### config.mk
export PLATFORM = sky130hd
export DESIGN_NAME = debounced_button_press_timer_unit
export DESIGN_NICKNAME = d
export VERILOG_FILES = /design/src/rtl/core/bpt_pkg.sv /design/src/rtl/core/bpt_debounce.sv /design/src/rtl/core/bpt_press.sv /design/src/rtl/core/debounced_button_press_timer_unit.sv
export SDC_FILE = /design/constraint.sdc
export NUM_CORES = 1
export LEC_CHECK = 0
export ABC_CLOCK_PERIOD_IN_PS = 4200
export BUFFER_PORTS_ARGS = -buffer_cell sky130_fd_sc_hd__buf_2
export CELL_PAD_IN_SITES_DETAIL_PLACEMENT = 1
export CELL_PAD_IN_SITES_GLOBAL_PLACEMENT = 1
export CORE_AREA = 4 4 136 138
export CTS_CLUSTER_SIZE = 8
export DETAILED_ROUTE_END_ITERATION = 8
export DIE_AREA = 0 0 140 142
export HOLD_SLACK_MARGIN = 0.03
export PLACE_DENSITY = 0.71
export SLEW_MARGIN = 20
export SYNTH_ARGS = -nofsm -noshare
export SYNTH_HDL_FRONTEND = slang
export SYNTH_SLANG_ARGS = --single-unit
export TNS_END_PERCENT = 100
### constraint.sdc
create_clock -name i_clk -period 4.2 [get_ports i_clk]
set_input_delay 1.05 -clock i_clk [delete_from_list [all_inputs] [get_ports i_clk]]
set_output_delay 1.05 -clock i_clk [all_outputs]
set_load 0.005 [all_outputs]
### src/rtl/core/bpt_pkg.sv
package bpt_pkg;

    // Widths fixed by the register map and the result fields
    localparam int DEBOUNCE_W  = 16;
    localparam int LONG_W      = 16;
    localparam int SINCE_W     = 17;
    localparam int TICKS_W     = 32;
    localparam int CFG_IDX_W   = 2;
    localparam int CFG_DATA_W  = 16;

    // Configuration register indexes
    localparam logic [CFG_IDX_W-1:0] CFG_DEBOUNCE_TICKS   = 2'd0;
    localparam logic [CFG_IDX_W-1:0] CFG_EXPECTED_LEVEL   = 2'd1;
    localparam logic [CFG_IDX_W-1:0] CFG_LONG_PRESS_TICKS = 2'd2;

    // Reset values of the configuration registers
    localparam logic [DEBOUNCE_W-1:0] DEBOUNCE_RESET = 16'd50;
    localparam logic                  EXPECTED_RESET = 1'b0;
    localparam logic [LONG_W-1:0]     LONG_RESET     = 16'd1000;

    // Configuration as seen by the datapath
    typedef struct packed {
        logic [DEBOUNCE_W-1:0] debounce_ticks;
        logic                  expected_level;
        logic [LONG_W-1:0]     long_press_ticks;
    } t_cfg;

    // Press status produced for one tick
    typedef struct packed {
        logic               press_ended;
        logic [TICKS_W-1:0] press_ticks;
        logic               long_press;
    } t_press_res;

endpackage

### src/rtl/core/bpt_debounce.sv
module bpt_debounce (
    input  logic                              i_clk,
    input  logic                              i_rst_n,
    input  logic                              i_step,
    input  logic                              i_raw,
    input  logic [bpt_pkg::DEBOUNCE_W-1:0]    i_debounce_ticks,
    output logic                              o_stable
);

    localparam logic [bpt_pkg::SINCE_W-1:0] SINCE_MAX = '1;

    logic                         r_prev;
    logic                         r_stable;
    logic [bpt_pkg::SINCE_W-1:0]  r_since;
    logic [bpt_pkg::SINCE_W-1:0]  n_since;
    logic                         n_stable;

    // Count ticks since the raw level last changed, holding at the top.
    always_comb begin
        if (i_raw != r_prev) begin
            n_since = '0;
        end else if (r_since == SINCE_MAX) begin
            n_since = r_since;
        end else begin
            n_since = r_since + 1'b1;
        end
        n_stable = (n_since > bpt_pkg::SINCE_W'(i_debounce_ticks)) ? i_raw : r_stable;
    end

    assign o_stable = n_stable;

    // State advances once per tick.
    always_ff @(posedge i_clk) begin
        if (!i_rst_n) begin
            r_prev   <= 1'b0;
            r_stable <= 1'b0;
            r_since  <= '0;
        end else if (i_step) begin
            r_prev   <= i_raw;
            r_stable <= n_stable;
            r_since  <= n_since;
        end
    end

endmodule

### src/rtl/core/bpt_press.sv
module bpt_press #(
    parameter int TIME_WIDTH = 32
) (
    input  logic                                i_clk,
    input  logic                                i_rst_n,
    input  logic                                i_step,
    input  logic                                i_stable,
    input  logic                                i_expected_level,
    input  logic [bpt_pkg::LONG_W-1:0]          i_long_press_ticks,
    output bpt_pkg::t_press_res                 o_res
);

    logic                  r_in_press;
    logic                  r_fired;
    logic [TIME_WIDTH-1:0] r_count;
    logic                  n_in_press;
    logic                  n_fired;
    logic [TIME_WIDTH-1:0] n_count;
    logic [TIME_WIDTH-1:0] count_inc;
    logic [TIME_WIDTH-1:0] long_ext;
    logic [63:0]           len_wide;
    logic                  pressed;

    assign pressed   = (i_stable == i_expected_level);
    assign long_ext  = TIME_WIDTH'(i_long_press_ticks);
    assign count_inc = (r_count == '1) ? r_count : r_count + 1'b1;
    assign len_wide  = 64'(count_inc);

    // Press phase: wait for a press, time it, flag a long press once, report its length at the end.
    always_comb begin
        n_in_press        = r_in_press;
        n_fired           = r_fired;
        n_count           = r_count;
        o_res.press_ended = 1'b0;
        o_res.press_ticks = '0;
        o_res.long_press  = 1'b0;
        if (!r_in_press) begin
            if (pressed) begin
                n_in_press = 1'b1;
                n_count    = '0;
                n_fired    = 1'b0;
                // A zero long-press setting fires on the start tick.
                if (i_long_press_ticks == '0) begin
                    o_res.long_press = 1'b1;
                    n_fired          = 1'b1;
                end
            end
        end else if (pressed) begin
            n_count = count_inc;
            if (!r_fired && (count_inc >= long_ext)) begin
                o_res.long_press = 1'b1;
                n_fired          = 1'b1;
            end
        end else begin
            o_res.press_ended = 1'b1;
            o_res.press_ticks = (len_wide[63:bpt_pkg::TICKS_W] != '0) ? '1 :
                                len_wide[bpt_pkg::TICKS_W-1:0];
            n_in_press        = 1'b0;
        end
    end

    always_ff @(posedge i_clk) begin
        if (!i_rst_n) begin
            r_in_press <= 1'b0;
            r_fired    <= 1'b0;
            r_count    <= '0;
        end else if (i_step) begin
            r_in_press <= n_in_press;
            r_fired    <= n_fired;
            r_count    <= n_count;
        end
    end

endmodule

### src/rtl/core/debounced_button_press_timer_unit.sv
// Button debounce and press timer.
// Input channel: one raw pin sample per beat (i_valid / o_ready), one beat
// per millisecond tick. Output channel: one result beat per input beat
// (o_valid / i_ready) with the debounced level, a press-ended flag with the
// saturated press length, and a one-time long-press flag.
// Configuration: i_cfg_we writes i_cfg_data into register i_cfg_idx
// (0 debounce ticks, 1 expected level, 2 long-press ticks); index 3 is
// ignored. Write only while no beat is in flight.
// A sample lands in the input register, then the debounce and press logic
// update state and fill the result register.
// Throughput is one beat per cycle while the receiver takes results; the
// state update is the only loop.
// Reset (synchronous, active low) empties both registers, clears all state
// and restores the configuration defaults 50 / 0 / 1000.
// When the receiver stalls, the result register holds, the input register
// holds one more sample, and o_ready then drops until the result is taken.
module debounced_button_press_timer_unit #(
    parameter int TIME_WIDTH = 32
) (
    input  logic                               i_clk,
    input  logic                               i_rst_n,
    input  logic                               i_valid,
    output logic                               o_ready,
    input  logic                               i_raw_level,
    output logic                               o_valid,
    input  logic                               i_ready,
    output logic                               o_debounced_level,
    output logic                               o_press_ended,
    output logic [bpt_pkg::TICKS_W-1:0]        o_press_ticks,
    output logic                               o_long_press,
    input  logic                               i_cfg_we,
    input  logic [bpt_pkg::CFG_IDX_W-1:0]      i_cfg_idx,
    input  logic [bpt_pkg::CFG_DATA_W-1:0]     i_cfg_data
);

    bpt_pkg::t_cfg        r_cfg;
    logic                 r_in_valid;
    logic                 r_in_raw;
    logic                 r_out_valid;
    logic                 r_out_level;
    bpt_pkg::t_press_res  r_out_res;
    logic                 advance;
    logic                 stable;
    bpt_pkg::t_press_res  press_res;

    // Configuration registers
    always_ff @(posedge i_clk) begin
        if (!i_rst_n) begin
            r_cfg.debounce_ticks   <= bpt_pkg::DEBOUNCE_RESET;
            r_cfg.expected_level   <= bpt_pkg::EXPECTED_RESET;
            r_cfg.long_press_ticks <= bpt_pkg::LONG_RESET;
        end else if (i_cfg_we) begin
            case (i_cfg_idx)
                bpt_pkg::CFG_DEBOUNCE_TICKS: begin
                    r_cfg.debounce_ticks <= i_cfg_data;
                end
                bpt_pkg::CFG_EXPECTED_LEVEL: begin
                    r_cfg.expected_level <= i_cfg_data[0];
                end
                bpt_pkg::CFG_LONG_PRESS_TICKS: begin
                    r_cfg.long_press_ticks <= i_cfg_data;
                end
                default: begin
                end
            endcase
        end
    end

    // The input register moves on when the result register is free or drains.
    assign advance = r_in_valid && (!r_out_valid || i_ready);
    assign o_ready = !r_in_valid || advance;

    always_ff @(posedge i_clk) begin
        if (!i_rst_n) begin
            r_in_valid <= 1'b0;
        end else if (o_ready) begin
            r_in_valid <= i_valid;
        end
    end

    always_ff @(posedge i_clk) begin
        if (o_ready && i_valid) begin
            r_in_raw <= i_raw_level;
        end
    end

    bpt_debounce u_debounce (
        .i_clk            (i_clk),
        .i_rst_n          (i_rst_n),
        .i_step           (advance),
        .i_raw            (r_in_raw),
        .i_debounce_ticks (r_cfg.debounce_ticks),
        .o_stable         (stable)
    );

    bpt_press #(
        .TIME_WIDTH (TIME_WIDTH)
    ) u_press (
        .i_clk              (i_clk),
        .i_rst_n            (i_rst_n),
        .i_step             (advance),
        .i_stable           (stable),
        .i_expected_level   (r_cfg.expected_level),
        .i_long_press_ticks (r_cfg.long_press_ticks),
        .o_res              (press_res)
    );

    // Result register
    always_ff @(posedge i_clk) begin
        if (!i_rst_n) begin
            r_out_valid <= 1'b0;
        end else if (advance) begin
            r_out_valid <= 1'b1;
        end else if (i_ready) begin
            r_out_valid <= 1'b0;
        end
    end

    always_ff @(posedge i_clk) begin
        if (advance) begin
            r_out_level <= stable;
            r_out_res   <= press_res;
        end
    end

    assign o_valid           = r_out_valid;
    assign o_debounced_level = r_out_level;
    assign o_press_ended     = r_out_res.press_ended;
    assign o_press_ticks     = r_out_res.press_ticks;
    assign o_long_press      = r_out_res.long_press;

    // A press cannot end and reach the long-press mark on the same tick.
    a_flags_exclusive: assert property (@(posedge i_clk) disable iff (!i_rst_n)
        o_valid |-> !(o_press_ended && o_long_press))
        else $error("press end and long press on the same beat");

    // The press length is zero unless a press ended.
    a_ticks_zero: assert property (@(posedge i_clk) disable iff (!i_rst_n)
        (o_valid && !o_press_ended) |-> (o_press_ticks == '0))
        else $error("press length set without a press end");

    // Both registers full and the receiver stalled: no new sample is taken.
    a_full_stall: assert property (@(posedge i_clk) disable iff (!i_rst_n)
        (r_in_valid && r_out_valid && !i_ready) |-> !o_ready)
        else $error("sample taken while the pipeline is full");

    // A result beat follows a sample that was held in the input register.
    a_out_source: assert property (@(posedge i_clk) disable iff (!i_rst_n)
        $rose(r_out_valid) |-> $past(r_in_valid))
        else $error("result without a sample");

endmodule

==> reports/summary.log, run 1 <==
qor: worst_setup_path.worstPathArrival 4810 ps
qor: global_route.grt_first_pass_wirelength 37.7 mm
qor: synth.syn_avg_cell_area 8.69 µm²
qor: synth.count_of_flip_flops_with_a_built_in_enable_after_synthesis 36
qor: detailed_routing.drt_iter0_drc 458
qor: run_status.outcome complete, but fails checks
qor: final_layout.final_layout_size_suffix_gt1_share 28.6%
qor: worst_setup_path.timing.setup.critical_path_class flop to flop
qor: power.static_leak 3.56 nW
qor: detailed_routing.final_antenna_net_count 0
qor: detailed_routing.detailed_route_wl 24.9 mm
qor: global_route.globalRouteOverflowTotal 0
qor: synth.netlist_instances 803
qor: timing.clock.fmax 223 MHz
qor: floorplan.starting_density 40.6%
qor: final_layout.final_util 54.0%
qor: synth.synth_compound_area_share 15.7%
qor: global_route.grt_start_max_net_pins 59
qor: placed_design.dpl.hpwl 15.2 mm
qor: placed_design.placedInstanceArea 0.00785 mm²
qor: power.cellPowerDensity 341 mW/mm²
qor: power.power.internal 2.40 mW
qor: synth.muxShareOfSynthArea 0.574%
qor: timing.totalNegativeSetupSlack -11130 ps
qor: clocking.cts.clk_slew.worst_paths 60 ps
qor: floorplan.fp.dieH 142 µm
qor: power.share_comb_of_total_power 10.0%
qor: run_status.violations setup timing
qor: floorplan.die_width 140 µm
qor: floorplan.die_area 0.0199 mm²
qor: synth.postSynth.topFlopCell sky130_fd_sc_hd__dfxtp_1
qor: global_route.grt.total_usage 23.8%
qor: worst_hold_path.hold_class flop to flop
qor: power.max-vdd-ir-drop 282 µV
qor: clocking.cts_max_level 4
qor: detailed_routing.routed_via_density 5.73
qor: power.part_of_the_total_power_dissipated_in_the_clock_network 49.5%
qor: detailed_routing.route.detailed.drc 0
qor: floorplan.ioPinCount 61
qor: synth.post_synthesis_net_count 861
qor: clocking.cts.sinks 124
qor: synth.synth_simple_gate_area_share 23.5%
qor: final_layout.area_growth 32.9%
qor: final_layout.post_layout_instance_area 0.00927 mm²
qor: timing.timing_hold_violations_final 0
qor: power.power.switching_fraction 24.1%
qor: worst_setup_path.worstSetupEndpointType flop
qor: global_route.first_global_vias 7040
qor: final_layout.nFillCells 1962
qor: flow_run.max-cap-violations 0
qor: placed_design.port-buffer-count 60
qor: synth.synth_warnings 0
qor: detailed_routing.drt_first_pass_iters 5
qor: placed_design.routabilityCongestion 0.844
qor: synth.syn-cell-area 0.00698 mm²
qor: power.p_seq_share 40.5%
qor: timing.finalCritPeriodShare 107%
qor: timing.timing.final.max_slew_violations 0
qor: synth.synth-seq-cells 124
qor: clocking.cts-root-buf sky130_fd_sc_hd__clkbuf_16
qor: worst_setup_path.critPathLaunchType flop
qor: synth.distinct_cell_type_count_after_synthesis 75
qor: timing.final_count_of_negative_setup_slack_endpoints 68
qor: timing.fin_ws -291 ps
qor: worst_setup_path.cp.required 4520 ps
qor: floorplan.design.core.area 0.0172 mm²
qor: timing.worst_pin_slew 879 ps
qor: timing.fin_worst_skew 9.02 ps
qor: synth.synth.yosys.seq_area_share 40.8%
qor: detailed_routing.dr_total_vias 6695
qor: floorplan.num_rows 48
qor: power.power.total 3.16 mW
qor: timing.period_minus_slack 4490 ps
qor: clocking.numCtsBuffers 17
qor: final_layout.finish.net_count 989
qor: clocking.post_cts_hold_buffer_count 0
qor: synth.xor_xnor_share_of_the_synthesized_area 6.91%
qor: timing.slew_headroom 41.4%
qor: power.total_switching_power 0.760 mW
qor: detailed_routing.post_drt_wl_per_cell 21.3 µm
qor: clocking.clock_tree_from_tritoncts yes
qor: clocking.ctsLongestPathBuffers 2
qor: synth.synth_top_family_by_area simple AND/OR/NAND/NOR gates
qor: worst_setup_path.critPathMaxFanout 6
qor: clocking.clk-insertion-delay-late 430 ps
qor: timing.rsz0062_at_grt yes
qor: global_route.grt_antenna_before_repair 0
qor: synth.synth_adder_area_share 6.10%
qor: final_layout.insertedDiodeCount 0
qor: synth.asyncSetResetFlopFracSynth 0%
through the flow:
stage | hold WS (ps) | std cells | setup WS (ps)
after detailed placement | 451 | 1110 | -283
after global placement | 448 | 1110 | 45.3
final | 457 | 1169 | -291
after global routing | 487 | 1169 | -517
after floorplan | 436 | 803 | 30.3
after CTS | 459 | 1158 | -79.0
layer usage:
metal  global-route usage, %  up-vias  wire length [µm]
met1                    29.0     3305             10200
met2                    42.0      226             12800
met3                    5.07       67              1170
met4                    7.90        0               794
met5                       0        -                 0
li1                        -     3097                 -
worst paths after layout:
check                                          start                              end  slack, ps  cells past startpoint
setup / recovery  u_debounce.r_since[3]$_SDFFE_PN0P_  u_press.r_count[5]$_SDFFE_PN0P_       -290                     22
hold / removal                r_cfg[25]$_SDFFE_PN0P_           r_cfg[25]$_SDFFE_PN0P_        460                      2
setup reg to reg  u_debounce.r_since[3]$_SDFFE_PN0P_  u_press.r_count[5]$_SDFFE_PN0P_       -290                     22
hold reg to reg               r_cfg[25]$_SDFFE_PN0P_           r_cfg[25]$_SDFFE_PN0P_        460                      2
cell usage in the layout, fill, tap and decap left out, types with 4 or more instances in the layout:
| cell type | count |
|---|---|
| sky130_fd_sc_hd__clkbuf_16 | 19 |
| sky130_fd_sc_hd__o41ai_2 | 8 |
| sky130_fd_sc_hd__buf_16 | 5 |
| sky130_fd_sc_hd__or3_1 | 4 |
| sky130_fd_sc_hd__nand3b_1 | 5 |
| sky130_fd_sc_hd__buf_12 | 4 |
| sky130_fd_sc_hd__nand2_1 | 135 |
| sky130_fd_sc_hd__clkbuf_1 | 4 |
| sky130_fd_sc_hd__edfxtp_1 | 36 |
| sky130_fd_sc_hd__buf_4 | 82 |
| sky130_fd_sc_hd__o211ai_1 | 26 |
| sky130_fd_sc_hd__o21ai_0 | 13 |
| sky130_fd_sc_hd__nor4_2 | 4 |
| sky130_fd_sc_hd__dfxtp_2 | 7 |
| sky130_fd_sc_hd__nor3_1 | 5 |
| sky130_fd_sc_hd__mux2i_1 | 4 |
| sky130_fd_sc_hd__nor2_1 | 71 |
| sky130_fd_sc_hd__nand3_1 | 20 |
| sky130_fd_sc_hd__xnor2_1 | 21 |
| sky130_fd_sc_hd__o31ai_1 | 9 |
| sky130_fd_sc_hd__buf_2 | 60 |
| sky130_fd_sc_hd__o31ai_2 | 5 |
| sky130_fd_sc_hd__ha_1 | 33 |
| sky130_fd_sc_hd__nor4_1 | 4 |
| sky130_fd_sc_hd__nand3_4 | 5 |
| sky130_fd_sc_hd__inv_1 | 39 |
| sky130_fd_sc_hd__buf_6 | 5 |
| sky130_fd_sc_hd__dfxtp_1 | 81 |
| sky130_fd_sc_hd__clkbuf_8 | 5 |
| sky130_fd_sc_hd__xor2_1 | 26 |
| sky130_fd_sc_hd__and3_1 | 6 |
| sky130_fd_sc_hd__o21ai_1 | 7 |
| sky130_fd_sc_hd__and2_1 | 5 |
| sky130_fd_sc_hd__nand4_1 | 26 |
| sky130_fd_sc_hd__a21o_1 | 4 |
| sky130_fd_sc_hd__and3_4 | 9 |
| sky130_fd_sc_hd__a21oi_1 | 51 |
| sky130_fd_sc_hd__nor2b_1 | 8 |
final cells by class:
cell class	instances	area (µm²)	area share, %
flip-flops and latches	124	2850	30.8
multi-input cells	588	4110	44.3
clock inverters	6	109	1.17
inverters	41	154	1.66
clock buffers	26	509	5.49
repair buffers	159	1250	13.5
well taps	225	282	3.04
synthesized netlist by cell type (4+ instances only):
library cell               instances  area (µm²)
sky130_fd_sc_hd__edfxtp_1         36        1080
sky130_fd_sc_hd__a211oi_1          6        45.0
sky130_fd_sc_hd__mux2i_1           4        40.0
sky130_fd_sc_hd__buf_4             6        45.0
sky130_fd_sc_hd__buf_6             5        56.3
sky130_fd_sc_hd__buf_2             8        40.0
sky130_fd_sc_hd__nor2b_1           9        56.3
sky130_fd_sc_hd__nand4_1          26         163
sky130_fd_sc_hd__nand2_1         136         510
sky130_fd_sc_hd__inv_1            41         154
sky130_fd_sc_hd__o41ai_1           4        35.0
sky130_fd_sc_hd__a21oi_1          54         270
sky130_fd_sc_hd__o21ai_0          17        85.1
sky130_fd_sc_hd__nor3_1            6        30.0
sky130_fd_sc_hd__and3_1           15        93.8
sky130_fd_sc_hd__xnor2_1          22         193
sky130_fd_sc_hd__o211ai_1         26         195
sky130_fd_sc_hd__ha_1             34         425
sky130_fd_sc_hd__nor4_1            8        50.1
sky130_fd_sc_hd__nor2_1           73         274
sky130_fd_sc_hd__o31ai_1          15         113
sky130_fd_sc_hd__o21ai_1           4        20.0
sky130_fd_sc_hd__o311ai_0          5        43.8
sky130_fd_sc_hd__and2_1            5        31.3
sky130_fd_sc_hd__clkbuf_1         22        82.6
sky130_fd_sc_hd__dfxtp_1          88        1760
sky130_fd_sc_hd__o41ai_2           5        81.3
sky130_fd_sc_hd__a21o_1            4        30.0
sky130_fd_sc_hd__xor2_1           28         245
sky130_fd_sc_hd__or3_1             4        25.0
sky130_fd_sc_hd__nand3b_1          5        37.5
sky130_fd_sc_hd__nand3_1          23         115
worst max-delay path, stage by stage, from the launching register on:
cell and delay, ps:
sky130_fd_sc_hd__dfxtp_2 330, sky130_fd_sc_hd__nand4_1 230, sky130_fd_sc_hd__nor4_4 460, sky130_fd_sc_hd__a211oi_2 140, sky130_fd_sc_hd__nor2b_4 150, sky130_fd_sc_hd__and2_4 160, sky130_fd_sc_hd__nand3_4 60, sky130_fd_sc_hd__xor2_1 140
sky130_fd_sc_hd__nor2_1 80, sky130_fd_sc_hd__ha_1 320, sky130_fd_sc_hd__buf_4 150, sky130_fd_sc_hd__a21oi_2 100, sky130_fd_sc_hd__nand2_1 80, sky130_fd_sc_hd__a221oi_2 310, sky130_fd_sc_hd__o311a_1 260, sky130_fd_sc_hd__buf_6 120
sky130_fd_sc_hd__o31ai_4 70, sky130_fd_sc_hd__a21oi_4 280, sky130_fd_sc_hd__buf_12 150, sky130_fd_sc_hd__xor2_4 170, sky130_fd_sc_hd__buf_12 150, sky130_fd_sc_hd__nand2_2 140, sky130_fd_sc_hd__o31ai_1 330
sequential cells by signal, indices dropped and copies added, names as in the netlist:
name / flops
u_press.r_in_press: 1
r_in_raw: 1
o_debounced_level: 1
o_valid: 1
u_press.r_fired: 1
u_debounce.r_stable: 1
u_press.r_count: 32
r_cfg: 33
o_long_press: 1
r_in_valid: 1
o_press_ticks: 32
u_debounce.r_since: 17
u_debounce.r_prev: 1
o_press_ended: 1
power by group through the flow:
stage	Sequential, mW	Clock (mW)	Combinational [mW]
global placement	1.30	0	0.211
global route	1.28	1.63	0.338
detailed placement	1.30	0	0.221
finish	1.28	1.56	0.316
floorplan	1.31	0	0.129
CTS	1.28	1.57	0.280
what timing repair did:
| action | 4_1_cts | 5_1_grt |
|---|---|---|
| gates cloned | 5 | 4 |
| setup buffers | 11 | 10 |
| pin swaps | 24 | 31 |
| setup endpoints to repair | 68 | 68 |
| gates resized for setup | 55 | 40 |
cell families after synthesis:
group	Yosys count
AOI/OAI and AO/OA	160
buffers and inverters	92
adders and majority gates	34
and+or+nand+nor	337
muxes	4
DFF	124
xor gates and xnor gates	52
No activity file was read; power rests on OpenSTA's default activity.
==> inputs of run 2 (changes only) <==
--- a/config.mk
+++ b/config.mk
@@ -5,16 +5,16 @@
 export SDC_FILE = /design/constraint.sdc
 export NUM_CORES = 1
 export LEC_CHECK = 0
-export ABC_CLOCK_PERIOD_IN_PS = 4200
+export ABC_CLOCK_PERIOD_IN_PS = 4600
 export BUFFER_PORTS_ARGS = -buffer_cell sky130_fd_sc_hd__buf_2
 export CELL_PAD_IN_SITES_DETAIL_PLACEMENT = 1
 export CELL_PAD_IN_SITES_GLOBAL_PLACEMENT = 1
-export CORE_AREA = 4 4 136 138
+export CORE_AREA = 4 4 129 131
 export CTS_CLUSTER_SIZE = 8
 export DETAILED_ROUTE_END_ITERATION = 8
-export DIE_AREA = 0 0 140 142
+export DIE_AREA = 0 0 133 135
 export HOLD_SLACK_MARGIN = 0.03
-export PLACE_DENSITY = 0.71
+export PLACE_DENSITY = 0.75
 export SLEW_MARGIN = 20
 export SYNTH_ARGS = -nofsm -noshare
 export SYNTH_HDL_FRONTEND = slang
==> constraint.sdc (replaced) <==
create_clock -name i_clk -period 4.6 [get_ports i_clk]
set_input_delay 1.15 -clock i_clk [delete_from_list [all_inputs] [get_ports i_clk]]
set_output_delay 1.15 -clock i_clk [all_outputs]
set_load 0.005 [all_outputs]
==> reports/summary.log, run 2 (synthesized netlist as in run 1, its figures left out) <==
qor: flow_run.max-cap-violations 0
qor: global_route.first_global_vias 6557
qor: worst_hold_path.hold_class flop to flop
qor: timing.fin_worst_skew 6.12 ps
qor: floorplan.die_area 0.0180 mm²
qor: run_status.outcome completed
qor: timing.period_minus_slack 4480 ps
qor: power.total_switching_power 0.667 mW
qor: power.power.internal 2.12 mW
qor: power.static_leak 3.21 nW
qor: clocking.clock_tree_from_tritoncts yes
qor: timing.timing_hold_violations_final 0
qor: final_layout.area_growth 20.8%
qor: placed_design.dpl.hpwl 14.6 mm
qor: worst_setup_path.timing.setup.critical_path_class flop to flop
qor: placed_design.port-buffer-count 60
qor: global_route.grt_first_pass_wirelength 34.1 mm
qor: power.cellPowerDensity 331 mW/mm²
qor: worst_setup_path.cp.required 4890 ps
qor: floorplan.ioPinCount 61
qor: floorplan.num_rows 46
qor: clocking.clk-insertion-delay-late 430 ps
qor: timing.timing.final.max_slew_violations 0
qor: placed_design.routabilityCongestion 0.873
qor: global_route.grt_antenna_before_repair 0
qor: final_layout.finish.net_count 929
qor: floorplan.starting_density 44.7%
qor: final_layout.regMostFlops r_cfg
qor: floorplan.die_width 133 µm
qor: timing.clock.fmax 223 MHz
qor: worst_setup_path.worstPathArrival 4770 ps
qor: detailed_routing.drt_iter0_drc 389
qor: detailed_routing.final_antenna_net_count 0
qor: power.part_of_the_total_power_dissipated_in_the_clock_network 50.2%
qor: floorplan.design.core.area 0.0156 mm²
qor: clocking.cts.clk_slew.worst_paths 60 ps
qor: timing.finalCritPeriodShare 97.4%
qor: detailed_routing.routed_via_density 5.76
qor: detailed_routing.post_drt_wl_per_cell 19.9 µm
qor: global_route.globalRouteOverflowTotal 0
qor: power.p_seq_share 41.9%
qor: timing.worst_pin_slew 825 ps
qor: worst_setup_path.worstSetupEndpointType flop
qor: clocking.cts.sinks 124
qor: global_route.grt_start_max_net_pins 47
qor: final_layout.number_of_flip_flops_in_the_largest_register 33
qor: power.share_comb_of_total_power 8.0%
qor: power.power.total 2.79 mW
qor: clocking.cts-root-buf sky130_fd_sc_hd__clkbuf_16
qor: power.power.switching_fraction 23.9%
qor: detailed_routing.detailed_route_wl 21.9 mm
qor: global_route.grt.total_usage 23.9%
qor: detailed_routing.dr_total_vias 6336
qor: clocking.cts_max_level 4
qor: final_layout.final_cell_mix sky130_fd_sc_hd__nand2_1 (136), sky130_fd_sc_hd__nor2_1 (70), sky130_fd_sc_hd__dfxtp_1 (70)
qor: final_layout.final_layout_size_suffix_gt1_share 21.9%
qor: detailed_routing.route.detailed.drc 0
qor: floorplan.fp.dieH 135 µm
qor: final_layout.nFillCells 1831
qor: timing.final_count_of_negative_setup_slack_endpoints 0
qor: power.max-vdd-ir-drop 250 µV
qor: clocking.numCtsBuffers 17
qor: worst_setup_path.critPathMaxFanout 21
qor: final_layout.layout.cells.most_common sky130_fd_sc_hd__nand2_1
qor: timing.slew_headroom 45.0%
qor: final_layout.insertedDiodeCount 0
qor: detailed_routing.drt_first_pass_iters 4
qor: timing.totalNegativeSetupSlack 0 ps
qor: clocking.ctsLongestPathBuffers 2
qor: worst_setup_path.critPathLaunchType flop
-- run 2: cell count changes in the layout (fill, tap and decap cells not counted), moves of 5 or more --
cell	before	now
sky130_fd_sc_hd__dfxtp_1	81	70
sky130_fd_sc_hd__o31ai_1	9	14
sky130_fd_sc_hd__buf_4	82	35
sky130_fd_sc_hd__and3_4	9	0
sky130_fd_sc_hd__buf_16	5	0
sky130_fd_sc_hd__clkbuf_8	5	0
sky130_fd_sc_hd__and3_1	6	15
sky130_fd_sc_hd__dfxtp_2	7	16
-- run 2: what timing repair did --
item / 4_1_cts / 5_1_grt
pin swaps: 0 / 15
gates resized for setup: 6 / 54
hold buffers: 0 / 0
hold endpoints to repair: 0 / 0
buffers inserted: 1 / 11
setup endpoints to repair: 9 / 68
gates cloned: 0 / 2
-- run 2: area by class of cell --
| cell class | instances | area [µm²] | share of cell area, % |
|---|---|---|---|
| clock inverter | 14 | 175 | 2.08 |
| tap | 216 | 270 | 3.21 |
| multi-input combinational | 587 | 3890 | 46.1 |
| sequential | 124 | 2870 | 34.1 |
| timing repair buffer | 100 | 642 | 7.61 |
| clock buffer | 18 | 429 | 5.09 |
| inverter | 41 | 154 | 1.83 |
-- run 2: worst paths after layout --
kind	from	slack (ps)	depth (start not counted)	endpoint
worst min-delay path	r_cfg[25]$_SDFFE_PN0P_	460	2	r_cfg[25]$_SDFFE_PN0P_
worst max register to register	u_debounce.r_since[13]$_SDFFE_PN0P_	120	18	u_press.r_count[3]$_SDFFE_PN0P_
worst max-delay path	u_debounce.r_since[13]$_SDFFE_PN0P_	120	18	u_press.r_count[3]$_SDFFE_PN0P_
worst min register to register	r_cfg[25]$_SDFFE_PN0P_	460	2	r_cfg[25]$_SDFFE_PN0P_
-- run 2: routing by layer --
layer | up-vias | share of wire, % | global-route usage [%]
li1 | 2980 | - | -
met1 | 3146 | 42 | 28.5
met2 | 170 | 51 | 42.6
met3 | 40 | 4.6 | 4.99
met4 | 0 | 2.3 | 8.20
met5 | - | 0 | 0
-- run 2: worst max-delay path, cell delays in order, from the launching register on --
cell and delay, ps:
sky130_fd_sc_hd__dfxtp_1 410, sky130_fd_sc_hd__nand4_1 230, sky130_fd_sc_hd__nor4_4 320, sky130_fd_sc_hd__buf_4 170
sky130_fd_sc_hd__a21oi_1 100, sky130_fd_sc_hd__and2b_2 270, sky130_fd_sc_hd__nand3_2 120, sky130_fd_sc_hd__xor2_1 150
sky130_fd_sc_hd__nor2_1 60, sky130_fd_sc_hd__ha_1 310, sky130_fd_sc_hd__nand4_1 140, sky130_fd_sc_hd__or2_1 270
sky130_fd_sc_hd__o311a_1 400, sky130_fd_sc_hd__o311a_1 330, sky130_fd_sc_hd__a21oi_4 270, sky130_fd_sc_hd__xnor2_4 180
sky130_fd_sc_hd__buf_12 200, sky130_fd_sc_hd__o211ai_1 270, sky130_fd_sc_hd__o41ai_2 120
-- run 2: through the flow --
step	std cells	util (%)	hold slack (ps)	cell area [µm²]	worst slack (ps)
after global routing	1100	54.0	492	8430	-129
after global placement	1054	47.9	450	7460	84.3
after CTS	1087	52.0	466	8110	0.863
after floorplan	803	-	436	6980	312
after detailed placement	1054	47.9	458	7460	-91.5
final	1100	54.0	459	8430	120
-- run 2: power groups by stage --
| stage | sequential (mW) | combinational (mW) | clock (mW) |
|---|---|---|---|
| after global placement | 1.19 | 0.190 | 0 |
| after global routing | 1.17 | 0.242 | 1.46 |
| after CTS | 1.17 | 0.200 | 1.41 |
| after detailed placement | 1.19 | 0.197 | 0 |
| final | 1.17 | 0.222 | 1.40 |
| after floorplan | 1.19 | 0.118 | 0 |
